--- config.mk ---
export PLATFORM = sky130hd
export DESIGN_NAME = fagc_dp
export DESIGN_NICKNAME = d
export VERILOG_FILES = /design/src/hw/rtl/feedback_agc_real_macros.svh /design/src/hw/rtl/fagc_pkg.sv /design/src/hw/rtl/fagc_dp.sv
export SDC_FILE = /design/constraint.sdc
export NUM_CORES = 2
export LEC_CHECK = 0
export ABC_AREA = 1
export BUFFER_PORTS_ARGS = -buffer_cell sky130_fd_sc_hd__buf_2
export CAP_MARGIN = 10
export CORE_UTILIZATION = 39
export DETAILED_ROUTE_END_ITERATION = 7
export SLEW_MARGIN = 20
export SYNTH_ARGS = -nofsm -noshare
export SYNTH_HDL_FRONTEND = slang
export SYNTH_SLANG_ARGS = --single-unit
export TNS_END_PERCENT = 1
--- constraint.sdc ---
create_clock -name i_clk -period 11.79 [get_ports i_clk]
set_input_delay 3.537 -clock i_clk [delete_from_list [all_inputs] [get_ports i_clk]]
set_output_delay 3.537 -clock i_clk [all_outputs]
set_load 0.05 [all_outputs]
--- src/hw/rtl/feedback_agc_real_macros.svh ---
// Assertion macros used by the feedback AGC controller.
`ifndef FEEDBACK_AGC_REAL_MACROS_SVH
`define FEEDBACK_AGC_REAL_MACROS_SVH

// Checks a property on every rising clock edge outside reset.
`define FAGC_ASSERT(lbl, clk, rst_n, prop, msg) \
    lbl: assert property (@(posedge clk) disable iff (!rst_n) (prop)) else $error(msg);

// Checks that a condition is followed by another one in the next cycle.
`define FAGC_ASSERT_NEXT(lbl, clk, rst_n, ante, cons, msg) \
    lbl: assert property (@(posedge clk) disable iff (!rst_n) (ante) |=> (cons)) \
        else $error(msg);

`endif

--- src/hw/rtl/fagc_pkg.sv ---
// Package with constants, register indexes and control types of the feedback AGC.
package fagc_pkg;

    localparam int SAMPLE_WIDTH_DEF = 16;
    localparam int GAIN_WIDTH_DEF   = 24;

    localparam int GAIN_FRAC     = 16;
    localparam int LOOP_GAIN_W   = 16;
    localparam int LEVEL_W       = 15;
    localparam int INIT_GAIN_W   = 24;
    localparam int CFG_DATA_W    = 24;
    localparam int CFG_IDX_W     = 2;

    localparam logic [CFG_IDX_W-1:0] REG_LOOP_GAIN    = 2'd0;
    localparam logic [CFG_IDX_W-1:0] REG_DESIRED_LEVEL = 2'd1;
    localparam logic [CFG_IDX_W-1:0] REG_INITIAL_GAIN = 2'd2;

    localparam logic [LOOP_GAIN_W-1:0] LOOP_GAIN_RST    = 16'd655;
    localparam logic [LEVEL_W-1:0]     LEVEL_RST        = 15'd20861;
    localparam logic [INIT_GAIN_W-1:0] INIT_GAIN_RST    = 24'd65536;

    typedef struct packed {
        logic load_in;
        logic mul1;
        logic sat;
        logic mul2;
        logic upd;
    } t_cmd;

endpackage

--- src/hw/rtl/fagc_dp.sv ---
// Datapath of the AGC: configuration registers, gain state, multiplies and output register.
module fagc_dp #(
    parameter int SAMPLE_WIDTH = fagc_pkg::SAMPLE_WIDTH_DEF,
    parameter int GAIN_WIDTH   = fagc_pkg::GAIN_WIDTH_DEF
) (
    input  logic                                   i_clk,
    input  logic                                   i_rst_n,
    input  fagc_pkg::t_cmd                          i_cmd,
    input  logic                                   i_cfg_we,
    input  logic [fagc_pkg::CFG_IDX_W-1:0]          i_cfg_index,
    input  logic [fagc_pkg::CFG_DATA_W-1:0]         i_cfg_data,
    input  logic signed [SAMPLE_WIDTH-1:0]          i_sample,
    input  logic                                   i_reload,
    input  logic                                   i_last_in_block,
    output logic signed [SAMPLE_WIDTH-1:0]          o_scaled_sample,
    output logic [GAIN_WIDTH-1:0]                   o_current_gain,
    output logic                                   o_clipped,
    output logic                                   o_last_in_block_res
);

    localparam int PROD1_W = SAMPLE_WIDTH + GAIN_WIDTH + 1;
    localparam int ERR_W   = ((SAMPLE_WIDTH > fagc_pkg::LEVEL_W) ?
                              SAMPLE_WIDTH : fagc_pkg::LEVEL_W) + 1;
    localparam int PROD2_W = ERR_W + fagc_pkg::LOOP_GAIN_W + 1;
    localparam int SUM_W   = ((GAIN_WIDTH > PROD2_W) ? GAIN_WIDTH : PROD2_W) + 2;

    localparam logic signed [SAMPLE_WIDTH-1:0] SMAX = {1'b0, {(SAMPLE_WIDTH-1){1'b1}}};
    localparam logic signed [SAMPLE_WIDTH-1:0] SMIN = {1'b1, {(SAMPLE_WIDTH-1){1'b0}}};
    localparam logic [GAIN_WIDTH-1:0]          GMAX = {GAIN_WIDTH{1'b1}};

    // Configuration registers.
    logic [fagc_pkg::LOOP_GAIN_W-1:0] r_loop_gain;
    logic [fagc_pkg::LEVEL_W-1:0]     r_level;
    logic [fagc_pkg::INIT_GAIN_W-1:0] r_init_gain;

    // Gain state and pipeline registers.
    logic [GAIN_WIDTH-1:0]           r_gain;
    logic signed [SAMPLE_WIDTH-1:0]  r_sample;
    logic                            r_reload;
    logic                            r_last;
    logic signed [PROD1_W-1:0]       r_prod1;
    logic signed [SAMPLE_WIDTH-1:0]  r_y;
    logic                            r_clip;
    logic signed [ERR_W-1:0]         r_err;
    logic signed [PROD2_W-1:0]       r_prod2;

    logic signed [SAMPLE_WIDTH-1:0]  r_o_sample;
    logic [GAIN_WIDTH-1:0]           r_o_gain;
    logic                            r_o_clip;
    logic                            r_o_last;

    logic [GAIN_WIDTH-1:0]           w_gain_eff;
    logic signed [PROD1_W-1:0]       w_prod1;
    logic signed [PROD1_W-1:0]       w_shift;
    logic signed [SAMPLE_WIDTH-1:0]  w_y;
    logic                            w_clip;
    logic [SAMPLE_WIDTH-1:0]         w_yu;
    logic [SAMPLE_WIDTH-1:0]         w_abs;
    logic signed [ERR_W-1:0]         w_err;
    logic signed [PROD2_W-1:0]       w_prod2;
    logic signed [PROD2_W-1:0]       w_delta;
    logic signed [SUM_W-1:0]         w_sum;
    logic [GAIN_WIDTH-1:0]           w_new_gain;

    assign w_gain_eff = r_reload ? GAIN_WIDTH'(r_init_gain) : r_gain;
    assign w_prod1    = r_sample * $signed({1'b0, w_gain_eff});

    // Arithmetic shift floors the product, then it is clamped to the sample range.
    always_comb begin
        w_shift = r_prod1 >>> fagc_pkg::GAIN_FRAC;
        w_clip  = 1'b0;
        priority if (w_shift > PROD1_W'(SMAX)) begin
            w_y    = SMAX;
            w_clip = 1'b1;
        end else if (w_shift < PROD1_W'(SMIN)) begin
            w_y    = SMIN;
            w_clip = 1'b1;
        end else begin
            w_y = w_shift[SAMPLE_WIDTH-1:0];
        end
        w_yu  = w_y;
        // The most negative sample has magnitude 2^(SAMPLE_WIDTH-1), which fits unsigned.
        w_abs = w_yu[SAMPLE_WIDTH-1] ? (~w_yu + SAMPLE_WIDTH'(1)) : w_yu;
        w_err = $signed(ERR_W'(r_level)) - $signed(ERR_W'(w_abs));
    end

    assign w_prod2 = $signed({1'b0, r_loop_gain}) * r_err;

    always_comb begin
        w_delta = r_prod2 >>> (SAMPLE_WIDTH - 1);
        w_sum   = $signed(SUM_W'(r_gain)) + SUM_W'(w_delta);
        priority if (w_sum[SUM_W-1]) begin
            w_new_gain = '0;
        end else if ($unsigned(w_sum) > SUM_W'(GMAX)) begin
            w_new_gain = GMAX;
        end else begin
            w_new_gain = w_sum[GAIN_WIDTH-1:0];
        end
    end

    always_ff @(posedge i_clk) begin
        if (!i_rst_n) begin
            r_loop_gain <= fagc_pkg::LOOP_GAIN_RST;
            r_level     <= fagc_pkg::LEVEL_RST;
            r_init_gain <= fagc_pkg::INIT_GAIN_RST;
        end else if (i_cfg_we) begin
            unique case (i_cfg_index)
                fagc_pkg::REG_LOOP_GAIN:
                    r_loop_gain <= i_cfg_data[fagc_pkg::LOOP_GAIN_W-1:0];
                fagc_pkg::REG_DESIRED_LEVEL:
                    r_level <= i_cfg_data[fagc_pkg::LEVEL_W-1:0];
                fagc_pkg::REG_INITIAL_GAIN:
                    r_init_gain <= i_cfg_data[fagc_pkg::INIT_GAIN_W-1:0];
                default: ;
            endcase
        end
    end

    always_ff @(posedge i_clk) begin
        if (!i_rst_n) begin
            r_gain <= GAIN_WIDTH'(fagc_pkg::INIT_GAIN_RST);
        end else if (i_cmd.mul1 && r_reload) begin
            r_gain <= w_gain_eff;
        end else if (i_cmd.upd) begin
            r_gain <= w_new_gain;
        end
    end

    always_ff @(posedge i_clk) begin
        if (i_cmd.load_in) begin
            r_sample <= i_sample;
            r_reload <= i_reload;
            r_last   <= i_last_in_block;
        end
        if (i_cmd.mul1) begin
            r_prod1 <= w_prod1;
        end
        if (i_cmd.sat) begin
            r_y    <= w_y;
            r_clip <= w_clip;
            r_err  <= w_err;
        end
        if (i_cmd.mul2) begin
            r_prod2 <= w_prod2;
        end
        if (i_cmd.upd) begin
            r_o_sample <= r_y;
            r_o_gain   <= w_new_gain;
            r_o_clip   <= r_clip;
            r_o_last   <= r_last;
        end
    end

    assign o_scaled_sample     = r_o_sample;
    assign o_current_gain      = r_o_gain;
    assign o_clipped           = r_o_clip;
    assign o_last_in_block_res = r_o_last;

endmodule

## Yosys cells after proc, flatten, opt, wreduce, memory -nomap -nowiden

Cells that the tools add are included.

- Bitwise logic cells: 1
- Equal/unequal tests: 2
- Magnitude comparators: 3
- Multipliers: 2
- Reductions and logical operators: 6
- Muxes and demuxes: 9
- Div/mod/pow operators: 0
- Shift-type cells: 0
- Add/subtract/negate cells: 3

Operator list:

| cell | number |
|---|---|
| two-way mux 24 bit | 5 |
| two-way mux 16 bit | 3 |
| multiplier 16 x 25 -> 41 bit | 1 |
| > comparator 36 x 24 -> 1 bit, second input constant | 1 |
| multiplier 17 x 17 -> 34 bit | 1 |
| adder 25 x 19 -> 26 bit | 1 |
| > comparator 25 x 16 -> 1 bit, second input constant | 1 |
| < comparator 25 x 16 -> 1 bit, second input constant | 1 |
| subtractor 15 x 16 -> 17 bit | 1 |
| adder 16 x 1 -> 16 bit, second input constant | 1 |
| inverter 16 bit | 1 |
| AND reduction 2 bit | 3 |
| equality test 2 x 1 -> 1 bit, second input constant | 1 |
| equality test 2 bit, second input constant | 1 |
| logical NOT 2 bit | 1 |
| nonzero test 2 bit | 1 |
| logical AND 1 bit | 1 |
| two-way mux 1 bit | 1 |

- RAM bits: 0
- Memories kept: 0
- Bits in registers: 248
- Bits in read-only memories: 0
- Bits in latches: 0

## Logic depth before layout (Yosys ltp)

- Word-level depth: 7
- Gate-level depth with buffers: 29

## Worst setup path after synthesis

OpenSTA, ideal clock, no wires.

- Kind: register to register
- Start point: register r_reload
- End point: register r_prod1[35] (data pin)
- Buffers on the path: 2
- Slack: 5.795 ns
- Arrival time: 5.742 ns
- Stages on the path, launching flop included: 25
- Cells stage by stage: edfxtp_1 buf_2 buf_2 o21ai_1 inv_1 nand2_1 fa_1 fa_1 fa_1 inv_1 fa_1 inv_1 fa_1 fa_1 inv_1 ha_1 a21o_1 a21boi_0 nor2_1 nor2_1 nor2_1 a211oi_1 nand2_1 nand2_1 nand2_1

- Word-level cells in the longest chain between the ends: 2

RTL lines:

| element | RTL line | RTL |
|---|---|---|
| from (decl) | fagc_dp.sv:39 | `logic r_reload;` |
| from (signal assigned) | fagc_dp.sv:132 | `r_reload <= i_reload;` |
| two-way mux 24 bit | fagc_dp.sv:65 | `assign w_gain_eff = r_reload ? GAIN_WIDTH'(r_init_gain) : r_gain;` |
| multiplier 16 x 25 -> 41 bit | fagc_dp.sv:66 | `assign w_prod1 = r_sample * $signed({1'b0, w_gain_eff});` |
| named net w_prod1[35] | fagc_dp.sv:53 | `logic signed [PROD1_W-1:0] w_prod1;` |
| to (signal assigned) | fagc_dp.sv:136 | `r_prod1 <= w_prod1;` |
| to (decl) | fagc_dp.sv:41 | `logic signed [PROD1_W-1:0] r_prod1;` |

The timed path passes the listed nets, and every way through them passes these cells.
A chain may end at the register's enable or synchronous reset.

## Worst setup path after layout

- Start point: register r_reload
- End point: register r_prod1[39] (data pin)

The elaborated chain is that of the path after synthesis.

==> metrics.csv <==
stage,metric,value,unit
die,fp.coreArea,83820,µm²
die,dieHeight,293.4,µm
critical_path,worst-path-max-fanout,33,
routing,viasPerCell,4.924,
timing,fin_crit,7.644,ns
timing,fin_crit_sh,64.83,%
placement,pre_cts_ws,4.265,ns
clock_tree,cts_tree,built,
layout,final_util,42.50,%
die,num_rows,106,
synthesis,ys_types,49,
routing,drt_iter0_drc,1670,
placement,dpl.hpwl,78.24,mm
timing,hold_viol,0,
die,boundaryPins,94,
layout,fill_cells,8700,
layout,final_cell_mix,"inv_1 (1013), nand2_1 (989), fa_1 (515)",
clock_tree,hold_buffers,0,
min_path,min_path_type,flop to flop,
global_routing,gr-total-overflow,0,
clock_tree,clock_sinks,217,
global_routing,antenna_found_initial,2,
synthesis,netlist_area,33120,µm²
global_routing,grt_max_degree,57,
routing,drt_first_pass_iters,5,
synthesis,synth_ff_type,edfxtp_1,
synthesis,yosys-top-cells-area,"fa_1 (31%), edfxtp_1 (13%), inv_1 (11%), ha_1 (11%), nand2_1 (11%)",
global_routing,grt_use_total,22.98,%
clock_tree,clk_path_buf_depth,3,
clock_tree,cts_buffers,29,
timing,rsz0062_at_grt,false,
synthesis,syn_nets,5069,
critical_path,crit_path_start_kind,flop,
placement,gp_congestion,0.9356,
timing,setup_tns,0,ns
synthesis,synth_warnings,0,
die,start_util,39.51,%
job,drv_cap,0,
placement,io_buffers,93,
clock_tree,cts_setup_buffers,0,
layout,final_common_cell,inv_1,
placement,dp.cells,5315,
clock_tree,htree_levels,1,
global_routing,grt_pass1_wl,152.8,mm
synthesis,synth_seq_area_share,17.29,%
global_routing,busiest_layer,met2,
timing,fmax,130.8,MHz
die,die_w,293.4,µm
clock_tree,clock_latency,0.58,ns
routing,drcViolationCount,0,
global_routing,globalRouteMet1Util,30.68,%
synthesis,async_flop_share,0,%
critical_path,critPathKind,flop to flop,
layout,area_growth,7.560,%
critical_path,arrival,7.97,ns
global_routing,use_met2,39.30,%
critical_path,critPathCaptureType,flop,
synthesis,yosys.area.top_type,fa_1,
clock_tree,cts.clk_slew.worst_paths,0.06,ns
synthesis,synth_area_per_cell,7.881,µm²
synthesis,syn_inst,4202,
die,dieArea,86080,µm²
clock_tree,clockRootBuffer,clkbuf_16,
layout,fin_nets,5079,
run_status,status,completed,
routing,via_count,26440,
layout,final-instance-count-excl-fill,5370,
routing,drtAntennaViolNets,0,
routing,wl,95.84,mm
timing,setup_viol,0,
timing,fin_skew,0.03739,ns
global_routing,grt_pass1_vias,27340,
routing,wl_per_cell,17.85,µm
synthesis,synth_edf_count,138,
timing,drv_slew,0,
global_routing,grt_use_met3,2.542,%
timing,setup_slack,4.146,ns
critical_path,crit_required,12.12,ns
layout,drive_gt1_share,5.172,%
synthesis,netlist.area_leader.share,31.13,%
clock_tree,post_cts_resized,0,
synthesis,ys_ff_latch,217,
timing,worst_pin_slew,1.128,ns
timing,slew_headroom,24.80,%
==> worst max-delay path, cell delays in order, from the launching register on <==
cell,delay (ns)
edfxtp_1,1.00
inv_2,0.33
o21ai_1,0.86
inv_1,0.42
nand2_1,0.19
fa_1,0.43
fa_1,0.50
inv_1,0.05
fa_1,0.50
inv_1,0.06
fa_1,0.57
fa_1,0.43
fa_1,0.49
inv_1,0.04
ha_1,0.34
a21o_1,0.22
a21boi_0,0.25
o21ai_0,0.13
a21oi_1,0.15
nand2_1,0.15
nand2_1,0.09
nand2_1,0.06
xor2_1,0.14
==> synthesized netlist by cell type, types with 5 or more instances <==
cell type / count
inv_1: 1013
nand2_1: 989
fa_1: 515
nor2_1: 420
ha_1: 300
edfxtp_1: 138
clkbuf_1: 123
a21oi_1: 119
o21ai_0: 106
nand3_1: 96
dfxtp_1: 79
xor2_1: 52
o21ai_2: 22
nand4_1: 21
a21o_1: 18
xnor2_1: 18
o22ai_1: 17
nor3_1: 16
o21ai_1: 16
a31oi_1: 14
or2_2: 14
clkinv_1: 12
a21boi_0: 9
buf_2: 7
o211ai_1: 7
buf_1: 5
==> through the flow <==
stage                     cell area [µm²]  hold slack, ns
after global routing                35620          0.4303
after detailed placement            34630          0.4045
after global placement              34630          0.4007
after CTS                           35620          0.4181
after floorplan                     33120          0.4003
final                               35620          0.4177
==> flip-flops by register name, summed over array words and instances, names as in the netlist, 15 cells and up <==
| register | flops |
|---|---|
| r_level | 15 |
| r_init_gain | 24 |
| o_current_gain | 24 |
| o_scaled_sample | 16 |
| r_prod1 | 25 |
| r_y | 16 |
| r_prod2 | 19 |
| r_loop_gain | 16 |
| r_gain | 24 |
| r_err | 17 |
| r_sample | 16 |
==> final timing paths <==
kind / from / to / slack [ns] / cells after the start
worst max register to register: r_reload / r_prod1[39] / 4.15 / 22
worst min-delay path: r_y[13] / o_scaled_sample[13] / 0.42 / 0
worst min register to register: r_y[13] / o_scaled_sample[13] / 0.42 / 0
worst max-delay path: r_reload / r_prod1[39] / 4.15 / 22
==> area by class of cell <==
| cell class | instances | area [µm²] | share of cell area, % |
|---|---|---|---|
| sequential | 217 | 5725 | 16.07 |
| antenna | 2 | 5.005 | 0.01405 |
| timing repair buffer | 118 | 653.1 | 1.834 |
| clock buffer | 36 | 783.3 | 2.199 |
| tap | 1134 | 1419 | 3.983 |
| multi-input combinational | 2817 | 22970 | 64.49 |
| clock inverter | 17 | 198.9 | 0.5585 |
| inverter | 1029 | 3862 | 10.84 |
==> logic make-up after synthesis <==
kind of cell | synth area share, %
AOI/OAI and AO/OA | 6.105
DFF | 17.29
xor gates and xnor gates | 1.851
buffers and inverters | 13.36
adders and majority gates | 42.47
and+or+nand+nor | 18.93
==> layer usage <==
metal	vias up	routed length, µm
li1	12570	-
met1	12960	41640
met2	755	45680
met3	150	5569
met4	0	2952
met5	-	0
Power is not shown: default switching activity piles up to over one toggle a cycle in this logic, so the estimate is an artifact.
