<file path="src/hw/rtl/feedback_agc_real_macros.svh">
// Assertion macros used by the feedback AGC controller.
`ifndef FEEDBACK_AGC_REAL_MACROS_SVH
`define FEEDBACK_AGC_REAL_MACROS_SVH

// Checks a property on every rising clock edge outside reset.
`define FAGC_ASSERT(lbl, clk, rst_n, prop, msg) \
    lbl: assert property (@(posedge clk) disable iff (!rst_n) (prop)) else $error(msg);

// Checks that a condition is followed by another one in the next cycle.
`define FAGC_ASSERT_NEXT(lbl, clk, rst_n, ante, cons, msg) \
    lbl: assert property (@(posedge clk) disable iff (!rst_n) (ante) |=> (cons)) \
        else $error(msg);

`endif

</file>
<file path="src/hw/rtl/fagc_pkg.sv">
// Package with constants, register indexes and control types of the feedback AGC.
package fagc_pkg;

    localparam int SAMPLE_WIDTH_DEF = 16;
    localparam int GAIN_WIDTH_DEF   = 24;

    localparam int GAIN_FRAC     = 16;
    localparam int LOOP_GAIN_W   = 16;
    localparam int LEVEL_W       = 15;
    localparam int INIT_GAIN_W   = 24;
    localparam int CFG_DATA_W    = 24;
    localparam int CFG_IDX_W     = 2;

    localparam logic [CFG_IDX_W-1:0] REG_LOOP_GAIN    = 2'd0;
    localparam logic [CFG_IDX_W-1:0] REG_DESIRED_LEVEL = 2'd1;
    localparam logic [CFG_IDX_W-1:0] REG_INITIAL_GAIN = 2'd2;

    localparam logic [LOOP_GAIN_W-1:0] LOOP_GAIN_RST    = 16'd655;
    localparam logic [LEVEL_W-1:0]     LEVEL_RST        = 15'd20861;
    localparam logic [INIT_GAIN_W-1:0] INIT_GAIN_RST    = 24'd65536;

    typedef struct packed {
        logic load_in;
        logic mul1;
        logic sat;
        logic mul2;
        logic upd;
    } t_cmd;

endpackage

</file>
<file path="src/hw/rtl/fagc_ctrl.sv">
// Controller state machine that sequences the scale and adapt steps of the AGC.
`include "feedback_agc_real_macros.svh"

module fagc_ctrl (
    input  logic          i_clk,
    input  logic          i_rst_n,
    input  logic          i_in_valid,
    output logic          o_in_stall,
    output logic          o_out_valid,
    input  logic          i_out_stall,
    output fagc_pkg::t_cmd o_cmd
);

    typedef enum logic [2:0] {
        S_IDLE,
        S_MUL1,
        S_SAT,
        S_MUL2,
        S_UPD
    } t_state;

    t_state r_state, n_state;
    logic   r_out_valid, n_out_valid;
    logic   w_out_free;
    logic   w_ready;
    logic   w_accept;

    assign w_out_free = !r_out_valid || !i_out_stall;
    // A new item may enter while the previous one writes its result.
    assign w_ready    = (r_state == S_IDLE) || ((r_state == S_UPD) && w_out_free);
    assign w_accept   = i_in_valid && w_ready;

    always_comb begin
        o_cmd.load_in = w_accept;
        o_cmd.mul1    = (r_state == S_MUL1);
        o_cmd.sat     = (r_state == S_SAT);
        o_cmd.mul2    = (r_state == S_MUL2);
        o_cmd.upd     = (r_state == S_UPD) && w_out_free;
    end

    always_comb begin
        n_state = r_state;
        unique case (r_state)
            S_IDLE: begin
                if (w_accept) n_state = S_MUL1;
            end
            S_MUL1: n_state = S_SAT;
            S_SAT:  n_state = S_MUL2;
            S_MUL2: n_state = S_UPD;
            S_UPD: begin
                if (w_out_free) n_state = w_accept ? S_MUL1 : S_IDLE;
            end
            default: n_state = S_IDLE;
        endcase
    end

    always_comb begin
        n_out_valid = r_out_valid;
        if (o_cmd.upd) n_out_valid = 1'b1;
        else if (!i_out_stall) n_out_valid = 1'b0;
    end

    always_ff @(posedge i_clk) begin
        if (!i_rst_n) begin
            r_state     <= S_IDLE;
            r_out_valid <= 1'b0;
        end else begin
            r_state     <= n_state;
            r_out_valid <= n_out_valid;
        end
    end

    assign o_in_stall  = !w_ready;
    assign o_out_valid = r_out_valid;

    `FAGC_ASSERT_NEXT(a_accept_starts, i_clk, i_rst_n, w_accept, r_state == S_MUL1,
        "accepted item did not start the scale multiply")
    `FAGC_ASSERT_NEXT(a_upd_holds, i_clk, i_rst_n, (r_state == S_UPD) && !w_out_free,
        r_state == S_UPD, "finished item left update while output slot was full")
    `FAGC_ASSERT(a_valid_from_upd, i_clk, i_rst_n,
        $rose(r_out_valid) |-> $past(r_state == S_UPD), "result appeared outside update")

endmodule

</file>
<file path="config.mk">
export PLATFORM = sky130hd
export DESIGN_NAME = fagc_ctrl
export DESIGN_NICKNAME = d
export VERILOG_FILES = /design/src/hw/rtl/fagc_pkg.sv /design/src/hw/rtl/fagc_ctrl.sv
export VERILOG_INCLUDE_DIRS = /design/src /design/src/hw/rtl
export SDC_FILE = /design/constraint.sdc
export NUM_CORES = 1
export LEC_CHECK = 0
export BUFFER_PORTS_ARGS = -buffer_cell sky130_fd_sc_hd__buf_2
export CAP_MARGIN = 0
export CORE_AREA = 2 2 39 41
export CTS_CLUSTER_SIZE = 20
export DETAILED_ROUTE_END_ITERATION = 8
export DIE_AREA = 0 0 41 43
export SLEW_MARGIN = 20
export SYNTH_ARGS = -nofsm -noshare
export SYNTH_HDL_FRONTEND = slang
export SYNTH_SLANG_ARGS = --single-unit
</file>
<file path="constraint.sdc">
create_clock -name i_clk -period 3 [get_ports i_clk]
set_input_delay 0.75 -clock i_clk [delete_from_list [all_inputs] [get_ports i_clk]]
set_output_delay 0.75 -clock i_clk [all_outputs]
set_load 0.1 [all_outputs]
</file>
Word level (Yosys, flattened, before mapping)

Cells that the tools add are included.

Equality and inequality tests: 7
Mux-type cells: 6
Reduce and logical (&&, ||, !) cells: 9

Operators by type and width:

| cell                                                            | number |
|---|---|
| 3-bit case mux with 5 select lines                              | 1 |
| 3-bit by 2-bit == test with 1-bit output, second input constant | 2 |
| 3-bit 2-to-1 mux                                                | 2 |
| 2-bit != test, second input constant                            | 2 |
| 3-bit by 1-bit == test with 1-bit output, second input constant | 1 |
| 3-bit == test, second input constant                            | 1 |
| 1-bit zero test                                                 | 3 |
| 3-bit zero test                                                 | 1 |
| 1-bit 2-to-1 mux                                                | 3 |
| 1-bit logical AND                                               | 2 |
| 1-bit logical OR                                                | 2 |
| 2-bit by 1-bit != test with 1-bit output, second input constant | 1 |
| 2-bit AND reduction                                             | 1 |

Flip-flop bits (word level): 4
Bits of input ports: 4
Output and inout port bits: 7
Word-level logic and storage cells: 24

Depth between registers and ports, before layout

Gate-level depths: netlist of run 1.

Depth after elaboration: 8
Gate-level depth with buffers: 4
Mapped depth without buffers: 2

Least setup slack after synthesis of run 1

OpenSTA, ideal clock, no wires.

Path kind: register to output
Start: reg r_state[0]
End: out o_cmd[3] in the netlist's numbering
Arrival time: 2.635 ns
Data required time: 2.250 ns
Setup slack: -0.385 ns
Stages on the path, launching flop included: 2
Path buffers: 0
Cells stage by stage: dfxtp_1 > nor3b_1

RTL lines:

| item                   | RTL line        | source |
|---|---|---|
| from (decl)            | fagc_ctrl.sv:22 | `t_state r_state, n_state;` |
| from (signal assigned) | fagc_ctrl.sv:68 | `r_state <= n_state;` |
| to (decl)              | fagc_ctrl.sv:11 | `output fagc_pkg::t_cmd o_cmd` |

==> metrics.yaml, run 1 <==
clock_tree:
  clock-root-buffer: "clkbuf_4"
  tritoncts.num_buffers: 3
  post_cts.repair.setup_buffers: 0
  cts-resized-gates: 0
  clkSlewWorstSetupHoldPaths_ns: 0.04
  clock_tree.htree_level_count: 1
  cts_buffer_depth: 2
  tritoncts: "done"
  clkLatencyLatePin_ns: 0.24
  cts.hold.buffers_added: 0
  cts.sinks: 4
run:
  maxCapViolations: 0
sta:
  period_needed_ns: 2.41
  final_hold_fails: 0
  totalNegativeSetupSlack_ns: 0
  rsz0062_at_grt: "false"
  worst-slew-pin-transition_ns: 0.487
  final_setup_violations: 0
  slew_headroom: 0.678
  max_freq_ghz: 0.415
  post-route-period-util: 0.803
  finalMaxSlewViolations: 0
  finalClockSkew_ns: 0.00291
floorplanning:
  die_area_mm2: 0.00176
  chipWidth_um: 41
  die_height_um: 43
  core.rowCount: 14
  coreArea_mm2: 0.00138
  num_io_pins: 11
  initial_core_util: 0.174
route:
  drt_drc_violations_left: 0
  routed_wirelength_um: 506
  wire_per_inst_um: 9.73
  dr.pass1.iters: 1
  drt.antenna.violating_nets: 0
  avgViaCountPerCell: 4.37
  drtIter0Drc: 0
  vias: 227
setup_path:
  start_kind: "flip-flop"
  cp_max_fo: 7
  critPathArrivalTime_ns: 1.66
  timing.setup.critical_path_class: "reg2out"
  critical_path_required_ns: 2.25
  kind_of_end_point_of_the_critical_path: "output port"
yosys:
  synth_compound_area_frac: 0.208
  synth-seq-cells: 4
  post_synthesis_share_of_cell_area_spent_on_and_or_nand_and_nor_gates: 0.297
  post_synth.cell_area_avg_um2: 9.24
  share_of_synthesized_cell_area_in_full_adder_half_adder_and_majority_cells: 0
  syn_area_um2: 240
  synth_seq_area_share: 0.333
  dominant_combinational_cell_family_by_area_after_synthesis: "simple AND/OR/NAND/NOR gates"
  yosysWarnings: 0
  yosysUniqueCellTypes: 17
  synth.net_count: 30
  post_synth_mux_area_share: 0
  post_synthesis_cells: 26
  synthXorXnorAreaFrac: 0.0365
global_route:
  first_global_vias: 200
  maximum_number_of_pins_on_one_net_before_global_route_repair: 9
  total_global_routing_overflow: 0
  antenna_violations_before_repair: 0
  grt_first_pass_wirelength_um: 745
  track_usage: 0.0713
power_and_ir_drop:
  max-vdd-ir-drop_uv: 227
  power_density_mw_per_mm2: 680
  sequentialPowerShare: 0.296
  finalPower_uw: 215
  total_switching_power_uw: 97.8
  power.share.switching: 0.454
  combinationalPowerShare: 0.388
  power.clock.fraction: 0.316
  p_int_uw: 117
  cellLeakagePower_uw: 0.000155
placed_design:
  portBuffers: 10
  place_hpwl_um: 387
  dp.cells: 49
  routabilityCongestion: 0.708
  placement.cell_area_um2: 294
finish:
  n_antenna_cell: 0
  layout.cells.most_common: "buf_2"
  post_route_cells_drive_above_1_share: 0.528
  number_of_non_filler_instances_in_the_completed_layout: 52
  areaGrowthSynthToFinish_pct: 31.8
  final_nets: 42
  post-route-cell-area_um2: 317
  layout.core_utilization: 0.229
  layout.cells.most_common_list: "buf_2 (10), dfxtp_1 (4), clkbuf_4 (3)"
hold_path:
  hold_path_class: "reg2reg"
status:
  status: "completed"
-- cell type report --
class	instances	area [um^2]
clock buffer	3	22.5
sequential	4	80.1
multi-input combinational	18	140
fill	159	1070
inverter	1	3.75
timing repair buffer	10	50.0
tap	16	20.0
-- cell families (layout without fill, tap and decap cells) --
logic type	Yosys count	count (layout)
xor gates and xnor gates	1	1
buffers and inverters	4	14
AOI/OAI and AO/OA	5	5
and+or+nand+nor	12	12
DFF	4	4
-- layer usage --
| metal | up-vias | global-route usage | share of wire | routed length [um] |
|---|---|---|---|---|
| met3 | 0 | 0.0995 | 0.12 | 62 |
| li1 | 113 | - | - | - |
| met2 | 8 | 0.0938 | 0.48 | 244 |
| met5 | - | 0 | 0 | 0 |
| met4 | 0 | 0.0200 | 0 | 0 |
| met1 | 106 | 0.0611 | 0.39 | 199 |
-- cells in the mapped netlist, drive strengths merged --
library cell  count  area, um^2
a2111oi           1        10.0
a21o              1        7.51
a21oi             2        17.5
and3              1        6.26
and3b             1        8.76
buf               3        26.3
dfxtp             4        80.1
inv               1        3.75
nand2             2        7.51
nand3             2        10.0
nor2              2        7.51
nor3              1        5.00
nor3b             2        15.0
o2bb2ai           1        15.0
or3b              1        11.3
xnor2             1        8.76
-- sequential cells by signal, indices dropped and copies added, names as in the netlist --
register / count
o_out_valid: 1
r_state: 3
-- worst paths after layout --
| check | start | end | slack [ns] | depth (start not counted) |
|---|---|---|---|---|
| min reg2reg | o_out_valid$_SDFFE_PN0P_ | o_out_valid$_SDFFE_PN0P_ | 0.54 | 2 |
| min | o_out_valid$_SDFFE_PN0P_ | o_out_valid$_SDFFE_PN0P_ | 0.54 | 2 |
| max | r_state[2]$_SDFFE_PN0P_ | o_cmd[0] | 0.59 | 3 |
| max reg2reg | r_state[2]$_SDFFE_PN0P_ | o_out_valid$_SDFFE_PN0P_ | 1.91 | 2 |
-- power by group through the flow --
stage / clock, uW / sequential (uW) / combinational, uW
floorplan: 0 / 62.2 / 79.6
global placement: 0 / 64.6 / 83.7
detailed placement: 0 / 64.5 / 84.1
CTS: 71.7 / 63.9 / 84.2
global route: 77.6 / 64.8 / 87.0
finish: 68.0 / 63.7 / 83.6
-- stage by stage --
stage	hold WS, ns	setup slack [ns]
floorplan	0.525	0.357
global placement	0.528	0.694
detailed placement	0.534	0.692
CTS	0.540	0.576
global route	0.575	0.504
finish	0.540	0.592
-- worst max-delay path, cell delays in order, from the launching register on --
cell and delay, ns:
dfxtp_1 0.44, or3b_4 0.44, a21oi_2 0.11, buf_2 0.43
Note: power is estimated with default switching activity, not from simulation.
==> run 2, diff against run 1 <==
==> constraint.sdc (replaced) <==
create_clock -name i_clk -period 2.5 [get_ports i_clk]
set_input_delay 0.625 -clock i_clk [delete_from_list [all_inputs] [get_ports i_clk]]
set_output_delay 0.625 -clock i_clk [all_outputs]
set_load 0.1 [all_outputs]
==> metrics.yaml, run 2 (synthesized netlist as in run 1, its figures left out) <==
status:
  status: "completed"
clock_tree:
  clkLatencyLatePin_ns: 0.23  # about the same
  clkSlewWorstSetupHoldPaths_ns: 0.04  # about the same
  clock-root-buffer: "clkbuf_4"
  clock_tree.htree_level_count: 1  # unchanged
  post_cts.repair.setup_buffers: 0  # unchanged
  cts-resized-gates: 0  # unchanged
  cts.sinks: 4  # unchanged
  tritoncts: "done"
  cts.hold.buffers_added: 0  # unchanged
  tritoncts.num_buffers: 3  # unchanged
  cts_buffer_depth: 2  # unchanged
route:
  wire_per_inst_um: 9.42  # -3.2%
  drtIter0Drc: 4  # +4
  routed_wirelength_um: 490  # -3.2%
  drt.antenna.violating_nets: 0  # unchanged
  dr.pass1.iters: 2  # +1
  drt_drc_violations_left: 0  # unchanged
  avgViaCountPerCell: 3.96  # -9.3%
  vias: 206  # -9.3%
placed_design:
  portBuffers: 10  # unchanged
  dp_slack_ns: 0.445  # -0.247 ns
  routabilityCongestion: 0.699  # -1.2%
global_route:
  total_global_routing_overflow: 0  # unchanged
  antenna_violations_before_repair: 0  # unchanged
  grt_first_pass_wirelength_um: 814  # +9.3%
  maximum_number_of_pins_on_one_net_before_global_route_repair: 9  # unchanged
  track_usage: 0.0792  # +0.00795
  first_global_vias: 209  # +4.5%
sta:
  worst-slew-pin-transition_ns: 0.485  # -0.00148 ns
  totalNegativeSetupSlack_ns: 0  # unchanged
  final_hold_fails: 0  # unchanged
  finalMaxSlewViolations: 0  # unchanged
  rsz0062_at_grt: "false"
  period_needed_ns: 2.29
  fin_worst_hold_slack_ns: 0.499  # -0.0415 ns
  post-route-period-util: 0.917
  slew_headroom: 0.679  # +0.000982
  post-route-worst-setup-slack_ns: 0.208  # -0.384 ns
  finalClockSkew_ns: 0.000814  # -0.00209 ns
  max_freq_ghz: 0.436
  final_setup_violations: 0  # unchanged
power_and_ir_drop:
  cellLeakagePower_uw: 0.000155  # +0.33%
  combinationalPowerShare: 0.389  # about the same
  power.share.switching: 0.450  # -0.00454
  sequentialPowerShare: 0.301  # +0.005
  total_switching_power_uw: 115  # +18%
  power_density_mw_per_mm2: 806  # +18%
  max-vdd-ir-drop_uv: 326  # +43%
  power.clock.fraction: 0.310  # -0.006
  p_int_uw: 141  # +20%
floorplanning:
  die_height_um: 43  # unchanged
  initial_core_util: 0.174  # unchanged
  core.rowCount: 14  # unchanged
  chipWidth_um: 41  # unchanged
  num_io_pins: 11  # unchanged
  coreArea_mm2: 0.00138  # unchanged
  die_area_mm2: 0.00176  # unchanged
finish:
  n_antenna_cell: 0  # unchanged
  layout.cells.most_common_list: "buf_2 (10), clkbuf_4 (3), dfxtp_1 (3)"
  areaGrowthSynthToFinish_pct: 32.3
  post_route_cells_drive_above_1_share: 0.556  # +0.0278
  registers.top_by_ff_count: "r_state"
  final_nets: 42  # unchanged
  layout.cells.most_common: "buf_2"
  largest_register_ff_count: 3  # unchanged
hold_path:
  hold_path_class: "reg2reg"
  timing.hold.worst_path_depth: 2  # unchanged
setup_path:
  cp_max_fo: 7  # unchanged
  critPathArrivalTime_ns: 1.67  # about the same
  start_kind: "flip-flop"
  kind_of_end_point_of_the_critical_path: "output port"
  r2r_cells: 2  # unchanged
  critical_path_required_ns: 1.88  # -0.37 ns
  timing.setup.critical_path_class: "reg2out"
run:
  maxCapViolations: 0  # unchanged
==> run 2: cell count changes in the layout (fill, tap and decap cells not counted) <==
cell / delta
dfxtp_1: -1
dfxtp_2: +1
==> run 2: final timing paths <==
| path | startpoint | end | slack (ns) |
|---|---|---|---|
| worst max register to register | r_state[2]$_SDFFE_PN0P_ | o_out_valid$_SDFFE_PN0P_ | 1.40 |
| worst min register to register | o_out_valid$_SDFFE_PN0P_ | o_out_valid$_SDFFE_PN0P_ | 0.50 |
| worst max-delay path | r_state[2]$_SDFFE_PN0P_ | o_cmd[0] | 0.21 |
| worst min-delay path | o_out_valid$_SDFFE_PN0P_ | o_out_valid$_SDFFE_PN0P_ | 0.50 |
==> run 2: area by class of cell <==
| class | instances | area (um^2) |
|---|---|---|
| Inverter | 1 | 3.75 |
| Multi-Input combinational cell | 18 | 140 |
| Clock buffer | 3 | 22.5 |
| Sequential cell | 4 | 81.3 |
| Timing Repair Buffer | 10 | 50.0 |
| Tap cell | 16 | 20.0 |
| Fill cell | 157 | 1070 |
==> run 2: per-layer routing <==
layer	routed length, um	vias up	track usage	share of wire
met5	0	-	0	0
met4	0	0	0.120	0
met3	41	0	0.0471	0.084
met2	201	9	0.0719	0.41
met1	247	87	0.0929	0.50
li1	-	110	-	-
==> run 2: stage by stage <==
stage	total power (uW)	area, um^2	util	std cells
after CTS	261	318	0.230	52
after detailed placement	178	295	0.213	49
after global routing	277	318	0.230	52
after floorplan	170	251	-	26
after global placement	177	295	0.213	49
final	256	318	0.230	52
==> run 2: worst max-delay path, stage by stage (launching register included) <==
cell     delay [ns]
dfxtp_1        0.45
or3b_4         0.45
a21oi_2        0.10
buf_2          0.43
==> run 2: power groups by stage <==
stage          logic [uW]  registers (uW)  clock network (uW)
2_1_floorplan        95.5            74.7                   0
3_5_place_dp          100            78.0                   0
6_report             99.7            77.0                79.4
5_1_grt               104            78.4                94.8
3_3_place_gp         99.9            77.5                   0
4_1_cts               100            77.0                83.7
==> run 3, diff against run 2 <==
--- a/config.mk
+++ b/config.mk
@@ -6,6 +6,7 @@
 export SDC_FILE = /design/constraint.sdc
 export NUM_CORES = 1
 export LEC_CHECK = 0
+export ABC_AREA = 1
 export BUFFER_PORTS_ARGS = -buffer_cell sky130_fd_sc_hd__buf_2
 export CAP_MARGIN = 0
 export CORE_AREA = 2 2 39 41
==> metrics.yaml, run 3 <==
yosys:
  synth_common_cells: "nor2_1 (7), inv_1 (5), nand2_1 (5)"
  postSynth.asyncResetShare: 0  # unchanged
  post_synth.cell_area_avg_um2: 6.59  # -29%
  synth.net_count: 38  # +27%
  post_synthesis_cells: 34  # +31%
  synth-seq-cells: 4  # unchanged
  synth_seq_area_share: 0.358  # +0.0242
  yosysUniqueCellTypes: 12  # -5
  synth_top_cell_by_area: "dfxtp_1"
  fraction_of_synthesized_cell_area_taken_by_the_top_area_cell_type: 0.358  # +0.0242
  netlist_top_cells_area: "dfxtp_1 (36%), nor2_1 (12%), nand3_1 (8.9%)"
  postSynth.topFlopCell: "dfxtp_1"
  syn_area_um2: 224  # -6.8%
  most_instantiated_library_cell_after_synthesis: "nor2_1"
  synth_edf_count: 0  # unchanged
  yosysWarnings: 0  # unchanged
setup_path:
  worst_setup_path_endpoint: "o_cmd[0]"
  cp_max_fo: 3  # -4
  path_cells: "buf_2, nand2_1, inv_1, nor2_1, buf_2"
  r2r_cells: 5  # +3
  regToRegStartpoint: "r_state[1]$_SDFFE_PN0P_"
  timing.setup.critical_path_class: "in2out"
  start_kind: "primary input"
  reg2reg_slack_ns: 1.50  # +0.10 ns
  crit_start: "i_out_stall"
  kind_of_end_point_of_the_critical_path: "output port"
  worst_r2r_endpoint: "r_state[0]$_SDFFE_PN0P_"
  critPathSlowestCell: "buf_2"
  slowest_delay_ns: 0.42  # -0.03 ns
  critPathArrivalTime_ns: 1.44  # -0.23 ns
  critical_path_required_ns: 1.88  # about the same
  critPathMostFrequentCell: "buf_2"
clock_tree:
  tritoncts: "done"
  clock-root-buffer: "clkbuf_4"
  cts_buffer_depth: 2  # unchanged
  tritoncts.num_buffers: 3  # unchanged
  cts.sinks: 4  # unchanged
  clock_tree.htree_level_count: 1  # unchanged
  post_cts.repair.setup_buffers: 0  # unchanged
  cts-resized-gates: 0  # unchanged
  clkSlewWorstSetupHoldPaths_ns: 0.04  # about the same
  cts.hold.buffers_added: 0  # unchanged
  clkLatencyLatePin_ns: 0.23  # about the same
global_route:
  maximum_number_of_pins_on_one_net_before_global_route_repair: 7  # -2
  first_global_vias: 217  # +3.8%
  antenna_violations_before_repair: 0  # unchanged
  track_usage: 0.0704  # -0.00889
  total_global_routing_overflow: 0  # unchanged
  grt_first_pass_wirelength_um: 772  # -5.2%
finish:
  n_antenna_cell: 0  # unchanged
  registers.top_by_ff_count: "r_state"
  largest_register_ff_count: 3  # unchanged
  layout.core_utilization: 0.228  # -0.00181
  areaGrowthSynthToFinish_pct: 40.8
  final_nets: 51  # +21%
  layout.cells.most_common_list: "buf_2 (10), nor2_1 (7), nand2_1 (5), inv_1 (5), nand3_1 (4)"
  post_route_cells_drive_above_1_share: 0.422  # -0.133
  layout.cells.most_common: "buf_2"
placed_design:
  routabilityCongestion: 0.690  # -1.3%
  place_hpwl_um: 427
  dp_slack_ns: 0.416  # -0.0290 ns
  portBuffers: 10  # unchanged
floorplanning:
  coreArea_mm2: 0.00138  # unchanged
  core.rowCount: 14  # unchanged
  num_io_pins: 11  # unchanged
  die_height_um: 43  # unchanged
  die_area_mm2: 0.00176  # unchanged
  initial_core_util: 0.162  # -0.0118
  chipWidth_um: 41  # unchanged
route:
  drtIter0Drc: 1  # -3
  avgViaCountPerCell: 3.82  # -3.6%
  wire_per_inst_um: 7.95  # -16%
  drt.antenna.violating_nets: 0  # unchanged
  vias: 233  # +13%
  dr.pass1.iters: 2  # unchanged
  routed_wirelength_um: 485  # -1.0%
  drt_drc_violations_left: 0  # unchanged
hold_path:
  hold_path_class: "reg2reg"
sta:
  final_setup_violations: 0  # unchanged
  fin_worst_hold_slack_ns: 0.565  # +0.0665 ns
  post-route-period-util: 0.827  # -0.0896
  max_freq_ghz: 0.483  # +11%
  period_needed_ns: 2.07  # -0.224 ns
  worst-slew-pin-transition_ns: 0.489  # +0.00342 ns
  finalMaxSlewViolations: 0  # unchanged
  rsz0062_at_grt: "false"
  totalNegativeSetupSlack_ns: 0  # unchanged
  post-route-worst-setup-slack_ns: 0.432  # +0.224 ns
  final_hold_fails: 0  # unchanged
  slew_headroom: 0.676  # -0.00227
  finalClockSkew_ns: 0.00466  # +0.00384 ns
run:
  maxCapViolations: 0  # unchanged
power_and_ir_drop:
  max-vdd-ir-drop_uv: 212  # -35%
  cellLeakagePower_uw: 0.000171  # +10%
  power_density_mw_per_mm2: 930  # +15%
status:
  status: "completed"
==> run 3: changes by cell type after synthesis, moves of 2 or more <==
cell     before  now
nand2_1       2    5
nor3b_1       2    0
a21oi_1       0    2
inv_1         1    5
nand3_1       2    4
a21oi_2       2    0
nor2_1        2    7
==> run 3: worst min-delay path by stage <==
stage	to	startpoint	cells after the start	slack [ns]
global route	o_out_valid$_SDFFE_PN0P_	o_out_valid$_SDFFE_PN0P_	2	0.60
global placement	o_out_valid$_SDFFE_PN0P_	r_state[2]$_SDFFE_PN0P_	2	0.56
finish	o_out_valid$_SDFFE_PN0P_	r_state[2]$_SDFFE_PN0P_	2	0.57
CTS	o_out_valid$_SDFFE_PN0P_	o_out_valid$_SDFFE_PN0P_	2	0.57
detailed placement	o_out_valid$_SDFFE_PN0P_	o_out_valid$_SDFFE_PN0P_	2	0.57
floorplan	o_out_valid$_SDFFE_PN0P_	r_state[2]$_SDFFE_PN0P_	2	0.52
==> run 3: layout make-up <==
cell class	count	area [um^2]
well taps	16	20.0
inverters	6	22.5
clock buffers	3	22.5
repair buffers	10	50.0
multi-input cells	22	119
fillers	172	1070
flip-flops and latches	4	81.3
==> run 3: through the flow <==
stage               power (uW)  instances  area, um^2
floorplan                  201         34         238
global placement           215         58         293
detailed placement         216         58         293
CTS                        299         61         315
global route               312         61         315
finish                     293         61         315
==> run 3: cell families after synthesis <==
logic type | synth area share
buffers and inverters | 0.168
AND/OR/NAND/NOR | 0.391
AO/OA/AOI/OAI | 0.0838
flip-flops | 0.358
==> run 3: layer usage <==
| metal | GRT usage | up-vias | wire length [um] |
|---|---|---|---|
| met5 | 0 | - | 0 |
| met1 | 0.0710 | 97 | 205 |
| met4 | 0.0800 | 0 | 14 |
| met2 | 0.103 | 8 | 234 |
| li1 | - | 126 | - |
| met3 | 0.0157 | 2 | 30 |
==> run 3: power by group <==
part	internal, uW	switching (uW)
registers	69.7	7.37
clock network	53.6	25.7
logic	23.7	113
total	147	146
==> run 3: critical path: cells and delay by family <==
family	cells	cell delay (ns)
buffers and inverters	3	0.58
and+or+nand+nor	2	0.22
